`config.mk`:
```
export PLATFORM = sky130hd
export DESIGN_NAME = nnir_front
export DESIGN_NICKNAME = d
export VERILOG_FILES = /design/src/rtl/nnir_pkg.sv /design/src/rtl/nnir_front.sv
export SDC_FILE = /design/constraint.sdc
export NUM_CORES = 1
export LEC_CHECK = 0
export ABC_AREA = 1
export ABC_CLOCK_PERIOD_IN_PS = 6100
export BUFFER_PORTS_ARGS = -buffer_cell sky130_fd_sc_hd__buf_2
export CAP_MARGIN = 20
export CORE_ASPECT_RATIO = 1.5
export CORE_UTILIZATION = 28
export DETAILED_ROUTE_END_ITERATION = 6
export PLACE_DENSITY = 0.51
export SYNTH_ARGS = -nofsm -noshare
export SYNTH_HDL_FRONTEND = slang
export SYNTH_SLANG_ARGS = --single-unit
```
`constraint.sdc`:
```
create_clock -name vclk -period 6.1
set_input_delay 0.61 -clock vclk [all_inputs]
set_output_delay 0.61 -clock vclk [all_outputs]
set_load 0.005 [all_outputs]
```
`src/rtl/nnir_pkg.sv`:
```
// Shared types and constants for the nearest-neighbor resampler.
// No dependencies; imported by every module of the block.
package nnir_pkg;

    localparam int MAX_DIM_DEF = 256;

    localparam int COORD_W = 8;
    localparam int DIM_W   = 9;
    localparam int CHAN_W  = 3;
    localparam int PIX_W   = 32;
    localparam int IDX_W   = 3;

    localparam int QUO_W      = DIM_W;
    localparam int DVD_W      = COORD_W + DIM_W;
    localparam int DIV_STEPS  = 3;
    localparam int DIV_CYCLES = (QUO_W + DIV_STEPS - 1) / DIV_STEPS;
    localparam int DIV_CNT_W  = $clog2(DIV_CYCLES + 1);

    localparam int QUEUE_DEPTH = 2;

    localparam logic CMD_WRITE = 1'b0;
    localparam logic CMD_READ  = 1'b1;

    localparam logic [IDX_W-1:0] REG_SRC_WIDTH  = 3'd0;
    localparam logic [IDX_W-1:0] REG_SRC_HEIGHT = 3'd1;
    localparam logic [IDX_W-1:0] REG_DST_WIDTH  = 3'd2;
    localparam logic [IDX_W-1:0] REG_DST_HEIGHT = 3'd3;
    localparam logic [IDX_W-1:0] REG_CHANNELS   = 3'd4;

    localparam logic [1:0] KIND_WRITE = 2'd0;
    localparam logic [1:0] KIND_READ  = 2'd1;
    localparam logic [1:0] KIND_ERROR = 2'd2;

    typedef struct packed {
        logic [DIM_W-1:0] sw;
        logic [DIM_W-1:0] sh;
        logic [DIM_W-1:0] dw;
        logic [DIM_W-1:0] dh;
        logic             alpha_en;
    } cfg_t;

    typedef struct packed {
        logic [1:0]         kind;
        logic [COORD_W-1:0] x;
        logic [COORD_W-1:0] y;
        logic [PIX_W-1:0]   pixel;
        logic [DVD_W-1:0]   num_x;
        logic [DVD_W-1:0]   num_y;
    } entry_t;

    typedef struct packed {
        logic             status;
        logic [PIX_W-1:0] pixel;
    } res_t;

endpackage

```
`src/rtl/nnir_front.sv`:
```
// Front end: range checks each request and forms the scale products.
// Depends on nnir_pkg.
module nnir_front
    import nnir_pkg::*;
(
    input  cfg_t               cfg,
    input  logic               command,
    input  logic [COORD_W-1:0] x,
    input  logic [COORD_W-1:0] y,
    input  logic [7:0]         red,
    input  logic [7:0]         green,
    input  logic [7:0]         blue,
    input  logic [7:0]         alpha,
    output entry_t             entry
);

    logic wr_err, rd_err;

    assign wr_err = ({1'b0, x} >= cfg.sw) || ({1'b0, y} >= cfg.sh);
    assign rd_err = ({1'b0, x} >= cfg.dw) || ({1'b0, y} >= cfg.dh);

    always_comb
    begin
        entry.x     = x;
        entry.y     = y;
        entry.pixel = {(cfg.alpha_en ? alpha : 8'd0), blue, green, red};
        entry.num_x = DVD_W'(x) * DVD_W'(cfg.sw);
        entry.num_y = DVD_W'(y) * DVD_W'(cfg.sh);
        case (command)
            CMD_WRITE: entry.kind = wr_err ? KIND_ERROR : KIND_WRITE;
            CMD_READ:  entry.kind = rd_err ? KIND_ERROR : KIND_READ;
            default:   entry.kind = KIND_ERROR;
        endcase
    end

endmodule

```
# [Yosys cells after proc, flatten, opt, wreduce, memory -nomap -nowiden]
# Cells that the tools add are included.
[totals] ff_bits=0 in_bits=86 output_inout_bits=84
[op_classes] n_mul=2 magnitude_cmp=4 n_mux=4 bitwise_logic=1 reduce_logical=2
[ops] op="$ge A8 B9 Y1" n=4
[ops] op="$mul A8 B9 Y17" n=2
[ops] op="$mux W8" n=1
[ops] op="$mux W2" n=2
[ops] op="$pmux W2 S2" n=1
[ops] op="$logic_or A1 B1 Y1" n=2
[ops] op="$not A1 Y1" n=1

# [Depth between registers and ports, before layout]
[logic_depth] word_depth=4 ltp_mapped=20

# [Worst setup path after synthesis]
# No wires, ideal clock.
[synth_path] kind="in2out" from="in x[7]" to="out entry[31] in the netlist's numbering" t_arrival_ns=4.068 required_time_ns=5.490 setup_slack_ns=1.422 stages=18 path_cell_list="clkbuf_1 nand2_1 fa_1 fa_1 inv_1 fa_1 inv_1 fa_1 inv_1 ha_1 a21oi_1 nor2_1 nor2_1 nand2_1 nand2_1 nand2_1 nand2_1 nand2_1"
[synth_lines] element="start: declaration" line_no="nnir_front.sv:8" text="input logic [COORD_W-1:0] x,"
[synth_lines] element="end: declaration" line_no="nnir_front.sv:14" text="output entry_t entry"

==> run_results.csv <==
group,metric,value,unit
outcome,status,"complete, no violations",
global_routing,grt_max_degree,13,
sta,maxSlewViolCount,0,
routing,wl,15.55,mm
floorplan,dieArea,23800,um^2
min_path,min_path_cells,0,
routing,vias,5563,
placement,post-place-ws,1.038,ns
flow_run,maxCapViolCount,0,
finish,n_clock_buffer,0,
routing,avgViaCountPerCell,4.269,
sta,fin_crit,5.021,ns
finish,multi_input_area,4917,um^2
finish,n_antenna_cell,0,
finish,syn2layout_area_growth,8.120,%
setup_path,critPathKind,"in2out",
global_routing,globalRouteTotalUtil,13.48,%
floorplan,io_pins,170,
finish,seq_cell_count,0,
routing,drtAntennaViolNets,0,
sta,rsz0062_at_grt,"no",
finish,fillers,2577,
floorplan,rows,67,
floorplan,fp.dieH,188.4,um
clock_network,cts_setup_buffers,0,
sta,relSlewSlack,76.25,%
floorplan,core,22550,um^2
setup_path,cp_cell_sequence,"buf_2, nand2_1, fa_1, fa_1, inv_1, fa_1, inv_1, fa_1, inv_1, ha_1, a21oi_1, nor2_1, nor2_1, nand2_1, nand2_1, nand2_1, nand2_1, nand2_1, buf_2",
global_routing,grt_pass1_wl,26.32,mm
floorplan,initial_core_util,28.77,%
routing,firstDrtPassIters,4,
power,power_density,231.7,nW/um^2
setup_path,critPathSlowestCell,"fa_1",
setup_path,critPathMostFrequentCell,"nand2_1",
global_routing,grt_antenna_before_repair,0,
sta,tightest_slew,0.3550,ns
global_routing,first_global_vias,5775,
setup_path,required,5.49,ns
setup_path,worstPathMaxFanout,12,
clock_network,ctsHoldBuffers,0,
yosys,synth_nets,1270,
sta,worst_slack,1.079,ns
setup_path,startpoint_type,"primary input",
sta,setup_tns,0,ns
sta,finalHoldViolations,0,
power,p_leak,4.964,nW
finish,nets,1321,
routing,wl_per_cell,11.93,um
placement,globalplace.congestion,0.8361,
min_path,hold_class,"in2out",
yosys,syn_inst,978,
global_routing,overflow,0,
setup_path,max_stage_delay,0.54,ns
clock_network,cts.repair.resized,0,
yosys,ys_types,24,
yosys,avgSynthCellArea,6.633,um^2
placement,dp_hpwl,14.03,mm
finish,register_area,0,um^2
routing,drcViolationCount,0,
setup_path,cp-end-kind,"primary output",
yosys,synth_seq_area_share,0,%
yosys,syn-cell-area,6487,um^2
routing,first_iter_violations,160,
power,peakVddDrop,0.0002740,V
finish,drive_gt1_share,12.56,%
yosys,yosysWarnings,0,
sta,finalCritPeriodShare,82.31,%
placement,port-buffer-count,122,
floorplan,die_w,126.3,um
sta,setup_viol,0,
setup_path,crit_arrival,4.41,ns
sta,max_freq,199.2,MHz
synth_stat cells, types with 4 or more instances:
| master | count | area [um^2] |
|---|---|---|
| fa_1 | 84 | 1682 |
| ha_1 | 122 | 1526 |
| xor2_1 | 11 | 96.34 |
| buf_4 | 41 | 307.8 |
| inv_1 | 304 | 1141 |
| nand3_1 | 27 | 135.1 |
| nor3_1 | 4 | 20.02 |
| nor2_1 | 35 | 131.4 |
| nand2_2 | 4 | 25.02 |
| o21ai_0 | 10 | 50.05 |
| a21oi_1 | 23 | 115.1 |
| nand4_1 | 5 | 31.28 |
| clkbuf_1 | 31 | 116.4 |
| nand2_1 | 258 | 968.4 |
final cells by class:
| type | instances | area share (%) |
|---|---|---|
| multi-input cells | 601 | 70.10 |
| repair buffers | 122 | 8.705 |
| well taps | 276 | 4.923 |
| inverters | 304 | 16.27 |
power by group:
part,switching (mW),total (mW),internal [mW]
clock,0,0,0
combinational,0.957,1.63,0.668
sequential,0,0,0
cell usage in the layout, fill, tap and decap left out:
cell type	count
and3_1	2
nor3_1	4
a31oi_1	3
o21ai_2	2
xnor2_1	3
o21bai_1	2
nand2_1	258
fa_1	84
o211ai_1	1
a21oi_2	1
a21oi_1	23
a21o_1	3
xor2_1	11
nand3_1	27
o21ai_0	10
a21boi_0	1
buf_2	122
nand4_1	5
ha_1	122
nand2_2	4
nor2_1	35
inv_1	304
cell families (layout without fill, tap and decap cells):
kind of cell	Yosys count	count (layout)	share of synthesized area, %
AND/OR/NAND/NOR	335	335	20.41
AO/OA/AOI/OAI	46	46	4.050
buffers and inverters	377	426	24.20
adder cells (fa/ha/maj)	206	206	49.45
XOR/XNOR	14	14	1.890
per-stage QoR:
step | std cells | hold WS (ns) | area [um^2] | total power [mW] | util [%]
floorplan | 978 | 1.301 | 6487 | 1.155 | -
global placement | 1303 | 1.220 | 7014 | 1.644 | 31.10
detailed placement | 1303 | 1.220 | 7014 | 1.647 | 31.10
CTS | 1303 | 1.220 | 7014 | 1.662 | 31.10
global route | 1303 | 1.220 | 7014 | 1.891 | 31.10
finish | 1303 | 1.220 | 7014 | 1.625 | 31.10
layer usage:
metal / wire length, um / vias to the layer above / GRT usage, %
met1: 5718 / 2584 / 13.63
met2: 9113 / 88 / 29.15
li1: - / 2864 / -
met5: 0 / - / 0
met3: 284 / 27 / 0.3123
met4: 435 / 0 / 3.383
worst max-delay path, delay by kind of cell:
kind            cells  cell delay, ns
fa+ha+maj           5            2.44
simple gates        8            0.62
buf+inv             5            0.51
compound gates      1            0.21
path summary, 6_finish.rpt:
path	startpoint	end
max	x[6]	entry[31]
min	red[1]	entry[35]
Note: power is estimated with default switching activity, not from simulation.
