<file path="src/rtl/nnir_pkg.sv">
// Shared types and constants for the nearest-neighbor resampler.
// No dependencies; imported by every module of the block.
package nnir_pkg;

    localparam int MAX_DIM_DEF = 256;

    localparam int COORD_W = 8;
    localparam int DIM_W   = 9;
    localparam int CHAN_W  = 3;
    localparam int PIX_W   = 32;
    localparam int IDX_W   = 3;

    localparam int QUO_W      = DIM_W;
    localparam int DVD_W      = COORD_W + DIM_W;
    localparam int DIV_STEPS  = 3;
    localparam int DIV_CYCLES = (QUO_W + DIV_STEPS - 1) / DIV_STEPS;
    localparam int DIV_CNT_W  = $clog2(DIV_CYCLES + 1);

    localparam int QUEUE_DEPTH = 2;

    localparam logic CMD_WRITE = 1'b0;
    localparam logic CMD_READ  = 1'b1;

    localparam logic [IDX_W-1:0] REG_SRC_WIDTH  = 3'd0;
    localparam logic [IDX_W-1:0] REG_SRC_HEIGHT = 3'd1;
    localparam logic [IDX_W-1:0] REG_DST_WIDTH  = 3'd2;
    localparam logic [IDX_W-1:0] REG_DST_HEIGHT = 3'd3;
    localparam logic [IDX_W-1:0] REG_CHANNELS   = 3'd4;

    localparam logic [1:0] KIND_WRITE = 2'd0;
    localparam logic [1:0] KIND_READ  = 2'd1;
    localparam logic [1:0] KIND_ERROR = 2'd2;

    typedef struct packed {
        logic [DIM_W-1:0] sw;
        logic [DIM_W-1:0] sh;
        logic [DIM_W-1:0] dw;
        logic [DIM_W-1:0] dh;
        logic             alpha_en;
    } cfg_t;

    typedef struct packed {
        logic [1:0]         kind;
        logic [COORD_W-1:0] x;
        logic [COORD_W-1:0] y;
        logic [PIX_W-1:0]   pixel;
        logic [DVD_W-1:0]   num_x;
        logic [DVD_W-1:0]   num_y;
    } entry_t;

    typedef struct packed {
        logic             status;
        logic [PIX_W-1:0] pixel;
    } res_t;

endpackage

</file>
<file path="src/rtl/nnir_fifo.sv">
// Small register queue with push/full and pop/empty sides, fall-through head.
// Depends on nnir_pkg for the default depth.
module nnir_fifo
    import nnir_pkg::*;
#(
    parameter int WIDTH = 1,
    parameter int DEPTH = QUEUE_DEPTH
)
(
    input  logic             clk,
    input  logic             rst_n,
    input  logic             push,
    output logic             full,
    input  logic [WIDTH-1:0] wdata,
    input  logic             pop,
    output logic             empty,
    output logic [WIDTH-1:0] rdata
);

    localparam int PTR_W = (DEPTH > 1) ? $clog2(DEPTH) : 1;
    localparam int CNT_W = $clog2(DEPTH + 1);
    localparam logic [PTR_W-1:0] PTR_LAST = PTR_W'(DEPTH - 1);
    localparam logic [CNT_W-1:0] CNT_FULL = CNT_W'(DEPTH);

    logic [WIDTH-1:0] data_reg [0:DEPTH-1];
    logic [PTR_W-1:0] wr_ptr_reg, wr_ptr_next;
    logic [PTR_W-1:0] rd_ptr_reg, rd_ptr_next;
    logic [CNT_W-1:0] count_reg, count_next;
    logic             do_push, do_pop;

    assign full    = (count_reg == CNT_FULL);
    assign empty   = (count_reg == '0);
    assign do_push = push && !full;
    assign do_pop  = pop && !empty;
    assign rdata   = data_reg[rd_ptr_reg];

    always_comb
    begin
        wr_ptr_next = wr_ptr_reg;
        rd_ptr_next = rd_ptr_reg;
        count_next  = count_reg;
        if (do_push)
        begin
            wr_ptr_next = (wr_ptr_reg == PTR_LAST) ? '0 : wr_ptr_reg + 1'b1;
        end
        if (do_pop)
        begin
            rd_ptr_next = (rd_ptr_reg == PTR_LAST) ? '0 : rd_ptr_reg + 1'b1;
        end
        case ({do_push, do_pop})
            2'b10:   count_next = count_reg + 1'b1;
            2'b01:   count_next = count_reg - 1'b1;
            default: count_next = count_reg;
        endcase
    end

    always_ff @(posedge clk or negedge rst_n)
    begin
        if (!rst_n)
        begin
            wr_ptr_reg <= '0;
            rd_ptr_reg <= '0;
            count_reg  <= '0;
        end
        else
        begin
            wr_ptr_reg <= wr_ptr_next;
            rd_ptr_reg <= rd_ptr_next;
            count_reg  <= count_next;
        end
    end

    always_ff @(posedge clk)
    begin
        if (do_push)
        begin
            data_reg[wr_ptr_reg] <= wdata;
        end
    end

endmodule

</file>
<file path="config.mk">
export PLATFORM = sky130hd
export DESIGN_NAME = nnir_fifo
export DESIGN_NICKNAME = d
export VERILOG_FILES = /design/src/rtl/nnir_pkg.sv /design/src/rtl/nnir_fifo.sv
export SDC_FILE = /design/constraint.sdc
export NUM_CORES = 1
export LEC_CHECK = 0
export BUFFER_PORTS_ARGS = -buffer_cell sky130_fd_sc_hd__buf_4
export CORE_AREA = 2 2 39 41
export DETAILED_ROUTE_END_ITERATION = 16
export DIE_AREA = 0 0 41 43
export HOLD_SLACK_MARGIN = 0.15
export RECOVER_POWER = 50
export SLEW_MARGIN = 40
export SYNTH_ARGS = -nofsm -noshare
export SYNTH_HDL_FRONTEND = slang
export SYNTH_SLANG_ARGS = --single-unit
export TNS_END_PERCENT = 5
</file>
<file path="constraint.sdc">
create_clock -name clk -period 1.9 [get_ports clk]
set_clock_uncertainty 0.1 [all_clocks]
set_input_delay 0.095 -clock clk [delete_from_list [all_inputs] [get_ports clk]]
set_output_delay 0.095 -clock clk [all_outputs]
set_load 0.01 [all_outputs]
</file>
* After elaboration in Yosys (flattened, before gate mapping) *
Memories as Yosys holds them, arrays and structs flattened.
Cells that the tools add are included.

storage, ports and cells
  output and inout bits = 3
  input bits = 5
  memory bits (writable) = 2
  logic and storage cells = 22
  memories kept = 1
  register bits = 4

operators by class
  $add $sub $neg = 4
  multiplexer cells = 5
  reductions and logical operators = 6
  equal/unequal tests = 3

memory list
  memory    depth  bits a word  read ports  clocked after Yosys merged registers in  write ports  line             source
  data_reg  2      1            1           0                                        1            nnir_fifo.sv:25  logic [WIDTH-1:0] data_reg [0:DEPTH-1];

operators by type and width
  kind                                                                   number
  2-bit equality test, second input constant                             2
  1-bit 2-to-1 mux                                                       4
  2-bit one-hot mux with 2 select lines                                  1
  1-bit adder, second input constant                                     2
  2-bit by 1-bit adder with 2-bit output, second input constant          1
  2-bit by 1-bit equality test with 1-bit output, second input constant  1
  1-bit logical AND                                                      2
  1-bit zero test                                                        2
  2-bit zero test                                                        1
  2-bit nonzero test                                                     1
  2-bit by 1-bit subtractor with 2-bit output, second input constant     1

* Depth between registers and ports, before layout *
  depth in word-level cells = 5
  depth in mapped cells = 6
  depth with buffers taken out = 6

* Worst setup path after synthesis *
No wires, ideal clock.

  path kind = reg-to-reg
  from = register count_reg[0]
  to = register count_reg[1]
  setup slack = 0.445 ns
  buffers on the path = 0
  period minus slack after synthesis = 1.455 ns
  cell stages (with the launch flop) = 6
  data arrival time = 1.276 ns
  cells stage by stage = dfrtp_1 > nor2_1 > nor2b_2 > ha_1 > nor2_1 > xor2_1

on the way
  longest elaborated chain between the ends = 5

ends and longest elaborated chain
  what                                                                                          line             source
  start, declared                                                                               nnir_fifo.sv:28  logic [CNT_W-1:0] count_reg, count_next;
  start signal, assigned                                                                        nnir_fifo.sv:69  count_reg <= count_next;
  2-bit zero test (*)                                                                           nnir_fifo.sv:32  assign empty = (count_reg == '0);
  via empty                                                                                     nnir_fifo.sv:16  output logic empty,
  1-bit zero test (*)                                                                           nnir_fifo.sv:34  assign do_pop = pop && !empty;
  1-bit logical AND (*)                                                                         nnir_fifo.sv:34
  via do_pop                                                                                    nnir_fifo.sv:29  logic do_push, do_pop;
  2-bit by 1-bit equality test with 1-bit output / 2-bit equality test (equally long branches)  nnir_fifo.sv:50  case ({do_push, do_pop})
  2-bit one-hot mux with 2 select lines / 2-bit nonzero test (equally long branches)            --

The timed path passes the listed nets; every way through them passes the cells marked *.
A chain may end at the register's enable or synchronous reset.

* Worst setup path after layout *
  from = register count_reg[0]
  to = register count_reg[1]

on the way
  longest elaborated chain between the ends = 5

ends and longest elaborated chain
  what                                                                                          line
  2-bit equality test / 2-bit zero test (equally long branches)                                 nnir_fifo.sv:31, nnir_fifo.sv:32
  1-bit zero test (on tied branches)                                                            nnir_fifo.sv:33, nnir_fifo.sv:34
  1-bit logical AND (on tied branches)                                                          nnir_fifo.sv:33, nnir_fifo.sv:34
  2-bit by 1-bit equality test with 1-bit output / 2-bit equality test (equally long branches)  nnir_fifo.sv:50
  2-bit one-hot mux with 2 select lines / 2-bit nonzero test (equally long branches)            --

Parallel ways exist; a longest one is shown, timed or not.

==> impl_metrics.json <==
{
  "ir_worst_vdd_uv": 198.3,
  "path_cells": "nand2b_1 -> nand2_1 -> ha_1 -> nor2_1 -> xor2_1",
  "syn_area_per_cell_sq_um": 12.75,
  "ys_seq_area_share_pct": 59.81,
  "drtAntennaViolNets": 0,
  "synth.cell_area_sq_um": 267.8,
  "cp-start-kind": "flop",
  "htree_levels": 1,
  "r2r.worst_path.cells": 5,
  "outcome": "finished clean",
  "numPortBuffers": 7,
  "core_sq_mm": 0.001384,
  "grt_usage_pct": 6.841,
  "path_class": "flop to flop",
  "start_util_pct": 19.35,
  "first_iter_violations": 3,
  "total_power_mw": 0.6085,
  "cts_tree": "built",
  "min-delay-start": "wr_ptr_reg",
  "grt_overflow": 0,
  "crit_fanout": 4,
  "cp_slowest_cell": "dfrtp_1",
  "clock_path_buffers": 2,
  "ys_seq_elements": 6,
  "ctsHoldBuffers": 5,
  "dieWidth_um": 41,
  "max_cap_viol_count": 0,
  "p_leak_nw": 0.1895,
  "n_antenna_cell": 0,
  "slowest_delay_ns": 0.41,
  "gp_congestion": 0.5315,
  "slew_headroom_pct": 86.46,
  "synth_cell_types": 12,
  "num_rows": 14,
  "grt_pass1_wl_um": 703,
  "clkTransAtPathRegs_ns": 0.05,
  "hold_viol_final": 0,
  "clock-sinks": 6,
  "ctsResizeCount": 0,
  "fmax_ghz": 0.6731,
  "numCtsBuffers": 3,
  "hold_depth": 1,
  "setup_viol": 0,
  "die_area_sq_mm": 0.001763,
  "whs_ns": 0.3857,
  "maxSlewViolCount": 0,
  "endpoint_kind": "flop",
  "vias": 187,
  "period_share_pct": 78.19,
  "first_global_vias": 197,
  "min_period_ns": 1.486,
  "fin_tns_setup_ns": 0,
  "synth-warning-count": 0,
  "dr.pass1.iters": 2,
  "area_delta_synth_final_pct": 54.67,
  "drive_gt1_share_pct": 29.73,
  "crit_start": "count_reg[0]",
  "viasPerCell": 3.528,
  "hp-class": "flop to flop",
  "io_pins": 8,
  "die_h_um": 43,
  "rsz0062_at_grt": "no",
  "cts_root_buf": "clkbuf_4",
  "wire_per_inst_um": 8.679,
  "arrival_ns": 1.55,
  "drt_wl_total_um": 460,
  "grt_max_degree": 5,
  "cp.required_ns": 1.97,
  "antenna_found_initial": 0,
  "final_cell_mix": "clkbuf_4 (5), dlygate4sd3_1 (5), buf_4 (5)",
  "fin_util_pct": 29.93,
  "r2r_start": "count_reg[0]",
  "syn_nets": 27,
  "cts_setup_buffers": 0,
  "power_density_mw_per_mm2": 1469,
  "clock_latency_ns": 0.24,
  "drc": 0,
  "worstMarginPinSlew_ns": 0.2026,
  "synth_cells": 21,
  "num-nets-final": 44
}
-- Yosys cell counts --
master | count | area share, %
and3_1 | 1 | 2.3
xor2_1 | 2 | 6.5
mux2_2 | 1 | 4.2
ha_1 | 1 | 4.7
nand2b_1 | 1 | 2.3
edfxtp_1 | 2 | 22
nor2b_2 | 1 | 3.3
nand2_1 | 1 | 1.4
inv_1 | 1 | 1.4
xnor2_1 | 3 | 9.8
nor2_1 | 3 | 4.2
dfrtp_1 | 4 | 37
-- final timing paths --
kind | end | slack [ns]
setup / recovery | count_reg[1] | 0.41
hold / removal | wr_ptr_reg | 0.39
setup reg to reg | count_reg[1] | 0.41
hold reg to reg | wr_ptr_reg | 0.39
max in group asynchronous | count_reg[0] | 0.86
min in group asynchronous | wr_ptr_reg | 0.68
-- metal layers --
layer	wire length, um	vias up	global-route usage [%]
met3	18	0	1.571
li1	-	98	-
met1	189	84	5.178
met2	252	5	9.688
met4	0	0	12.00
met5	0	-	0
-- per-stage QoR --
| step | cell area [sq um] | setup WS, ns | cells |
|---|---|---|---|
| 3_5_place_dp | 340.3 | 0.4262 | 44 |
| 5_1_grt | 414.1 | 0.3135 | 53 |
| 2_1_floorplan | 267.8 | 0.4449 | 21 |
| 6_report | 414.1 | 0.4143 | 53 |
| 3_3_place_gp | 340.3 | 0.4192 | 44 |
| 4_1_cts | 416.7 | 0.4129 | 53 |
-- worst max-delay path, delay by kind of cell (launching register included) --
family | cells | cell delay, ns
simple gates | 3 | 0.42
xor+xnor | 1 | 0.14
fa+ha+maj | 1 | 0.35
flops | 1 | 0.41
-- layout make-up --
cell class                 count  area (sq um)
tap                           16         20.02
multi-input combinational     14         101.3
inverter                       1         3.754
timing repair buffer          12         102.6
sequential                     6         160.2
clock buffer                   4         26.28
fill                         148         969.7
-- report_power, final --
| group | internal, mW | switching, mW | total, mW |
|---|---|---|---|
| Clock | 0.0796 | 0.0464 | 0.126 |
| Combinational | 0.139 | 0.102 | 0.241 |
| Sequential | 0.194 | 0.0475 | 0.242 |
-- cell families after synthesis --
| kind of cell | count (synthesis) | share of synthesized area (%) |
|---|---|---|
| buf+inv | 1 | 1.401 |
| mux | 1 | 4.205 |
| fa+ha+maj | 1 | 4.672 |
| flops | 6 | 59.82 |
| simple gates | 7 | 13.55 |
| xor+xnor | 5 | 16.36 |
No activity file was read; power rests on OpenSTA's default activity.
